File: config.mk
export PLATFORM = sky130hd
export DESIGN_NAME = segint_fifo
export DESIGN_NICKNAME = d
export VERILOG_FILES = /design/src/hdl/segint_fifo.sv
export SDC_FILE = /design/constraint.sdc
export NUM_CORES = 1
export LEC_CHECK = 0
export BUFFER_PORTS_ARGS = -buffer_cell sky130_fd_sc_hd__buf_2
export CAP_MARGIN = 20
export CORE_MARGIN = 2
export CORE_UTILIZATION = 45
export DETAILED_ROUTE_END_ITERATION = 10
export SYNTH_ARGS = -nofsm -noshare
export SYNTH_HDL_FRONTEND = slang
export SYNTH_SLANG_ARGS = --single-unit
File: constraint.sdc
create_clock -name clk_i -period 1.85 [get_ports clk_i]
set_input_delay 0.0925 -clock clk_i [delete_from_list [all_inputs] [get_ports clk_i]]
set_output_delay 0.0925 -clock clk_i [all_outputs]
set_load 0.005 [all_outputs]
File: src/hdl/segint_fifo.sv
// Short queue between the front end and the divider back end.
// Holds classified transactions; depends on segint_pkg only through its users.
module segint_fifo #(
  parameter int unsigned WIDTH = 8,
  parameter int unsigned DEPTH = 8
) (
  input  logic             clk_i,
  input  logic             rst_ni,
  input  logic             push_i,
  input  logic [WIDTH-1:0] wdata_i,
  input  logic             pop_i,
  output logic [WIDTH-1:0] rdata_o,
  output logic             empty_o,
  output logic [$clog2(DEPTH+1)-1:0] count_o
);
  localparam int unsigned AW = $clog2(DEPTH);
  localparam int unsigned CW = $clog2(DEPTH + 1);

  logic [WIDTH-1:0] mem_q [DEPTH];
  logic [AW-1:0] wp_q, rp_q;
  logic [CW-1:0] cnt_q;

  always_ff @(posedge clk_i) begin
    if (push_i) mem_q[wp_q] <= wdata_i;
  end

  always_ff @(posedge clk_i or negedge rst_ni) begin
    if (!rst_ni) begin
      wp_q <= '0;
      rp_q <= '0;
      cnt_q <= '0;
    end else begin
      if (push_i) wp_q <= (wp_q == AW'(DEPTH - 1)) ? '0 : wp_q + 1'b1;
      if (pop_i)  rp_q <= (rp_q == AW'(DEPTH - 1)) ? '0 : rp_q + 1'b1;
      cnt_q <= cnt_q + CW'(push_i) - CW'(pop_i);
    end
  end

  assign rdata_o = mem_q[rp_q];
  assign empty_o = (cnt_q == '0);
  assign count_o = cnt_q;
endmodule

==> metrics.csv <==
metric,value,unit
cts-htree-levels,3,
drv_cap,0,
syn_nets,187,
path_max_fanout,5,
synth_flop_cell,edfxtp_1,
synth_edf_count,64,
r2r_slack,0.22,ns
place_hpwl,3440,um
clockRootBuffer,clkbuf_8,
fin_nets,234,
synth.most_common_cell,edfxtp_1,
setup_viol,0,
start_util,0.472,
routed_wl,5480,um
rows,29,
layout-drive-gt1-share,0.359,
grt_max_degree,20,
pin_count,25,
ys_ff_latch,74,
grt_overflow,0,
hold_path.class,in -> reg,
ant_nets,0,
slew_headroom,0.704,
remaining_drc_errors,0,
crit_slowest_cell,mux4_2,
syn_to_final_growth,17.6,%
cts_inserted_buffers,9,
synth_area,0.00303,sq mm
clock_latency,0.34,ns
gp_congestion,0.686,
yosys.cell_types.count,22,
final_cell_count_no_fill,294,
rsz0062_at_grt,true,
wl_met3,175,um
grt_pass1_vias,1607,
synth_common_cells,"edfxtp_1 (64), nand2_1 (27), dfrtp_1 (10)",
ys_warn_count,0,
drt-initial-drc-count,88,
die_h,86.1,um
synth.avg_cell_area,18.4,sq um
die_w,86.1,um
power.density,1560,mW/mm^2
seq_area_frac_synth,0.716,
ys_top_cells_by_area,"edfxtp_1 (63%), dfrtp_1 (8.3%), mux4_1 (6.9%)",
top_layer,met4,
finalCriticalPeriod,1.84,ns
slowest_delay,0.50,ns
p_leak,1.36,nW
run_status,finished clean,
wl_met2,2880,um
fin_skew,0.00971,ns
cp_cell_sequence,clkbuf_16 -> mux4_2 -> nand2_2 -> nand2_1 -> buf_2,
crit_type,reg -> out,
fillers,518,
ir_drop,804,uV
vias,1537,
fin_crit_sh,0.994,
cts_tree,yes,
grt_pass1_wl,8240,um
clk_path_buf_depth,2,
wl_per_cell,18.6,um
worst-r2r-cell-count,5,
drv_slew,0,
async_flop_share,0.135,
holdPathStages,2,
worstSetupStartpointType,register,
cts_num_sinks,74,
die_area,0.00741,sq mm
required,1.76,ns
firstDrtPassIters,4,
final_hold_viol_count,0,
grt_usage,0.159,
arrival,1.75,ns
wirelength_met1,2350,um
vias_per_cell,5.23,
core-area,0.00642,sq mm
netlist_instances,165,
cp-end-kind,output port,
yosys.area.top_type,edfxtp_1,
diodes,0,
clk_pin_slew_worst_paths,0.08,ns
tightest_slew,0.444,ns
finalSetupTns,0,ns
fmaxAchievable,544,MHz
numPortBuffers,24,
yosysTopAreaCellShare,0.634,
placedCellCount,274,
antenna_found_initial,0,
==> metal layers <==
layer | vias to the layer above | global-route usage
li1 | 722 | -
met1 | 779 | 0.191
met2 | 29 | 0.266
met3 | 7 | 0.0481
met4 | 0 | 0.0736
met5 | - | 0
==> flip-flops by register name (all words and copies together) (netlist names) <==
name,cells
count_o,4
mem_q,64
rp_q,3
wp_q,3
==> metrics by stage <==
step           cell area, sq um  utilization  hold slack [ns]  power [mW]  worst slack (ns)
2_1_floorplan              3030            -           -0.203        3.51             0.294
6_report                   3570        0.555           0.0219        5.55            0.0109
3_3_place_gp               3310        0.516          -0.0392        4.02             0.285
5_1_grt                    3570        0.555           0.0244        5.90           -0.0642
4_1_cts                    3520        0.549           0.0150        5.45           -0.0158
3_5_place_dp               3310        0.516          -0.0326        4.13             0.227
==> kinds of logic (layout without fill, tap and decap cells) <==
family,after synthesis,after routing,share of synthesized area
AO/OA/AOI/OAI,4,4,0.00743
XOR/XNOR,2,2,0.00578
adder cells (fa/ha/maj),10,10,0.0437
buffers and inverters,13,65,0.0252
flip-flops,74,74,0.716
multiplexers,20,20,0.144
AND/OR/NAND/NOR,42,42,0.0578
==> path summary, 6_finish.rpt <==
check | startpoint | to
min in group asynchronous | rst_ni | count_o[0]
setup / recovery | rp_q[0] | rdata_o[1]
max in group asynchronous | rst_ni | rp_q[2]
hold reg to reg | wp_q[2] | wp_q[2]
setup reg to reg | rp_q[0] | rp_q[2]
hold / removal | pop_i | rp_q[1]
==> where the power goes <==
group | leakage, nW | switching (mW) | internal [mW]
logic | 0.561 | 0.858 | 1.02
clock network | 0.104 | 0.550 | 0.750
registers | 0.698 | 0.233 | 2.15
total | 1.36 | 1.64 | 3.91
==> cell usage in the layout, fill, tap and decap left out, types with 7 or more instances in the layout <==
cell	synthesis	final
ha_1	9	9
dfrtp_1	10	8
inv_1	7	7
mux4_2	8	16
buf_2	3	24
nand2_1	27	25
nor2_1	8	8
buf_4	0	13
clkbuf_8	0	9
edfxtp_1	64	64
==> worst max-delay path: cells and delay by family (launching register included) <==
family / cells / cell delay, ns
mux: 1 / 0.50
flops: 1 / 0.46
buf+inv: 2 / 0.30
simple gates: 2 / 0.13
==> repair_timing <==
item | CTS | global route
gates resized for setup | 3 | 9
hold buffers | 1 | 0
cloned | 0 | 2
hold endpoints to repair | 10 | 0
pin swaps | 0 | 3
setup endpoints to repair | 8 | 8
setup buffers | 0 | 1
==> layout make-up <==
class                      count  area [sq um]  share of cell area
timing repair buffer          41           298              0.0835
clock buffer                  10           128              0.0358
multi-input combinational     78           758               0.213
inverter                       8          30.0             0.00842
clock inverter                 6          81.3              0.0228
sequential                    74          2170               0.610
tap                           77          96.3              0.0270
No activity file was read; power rests on OpenSTA's default activity.
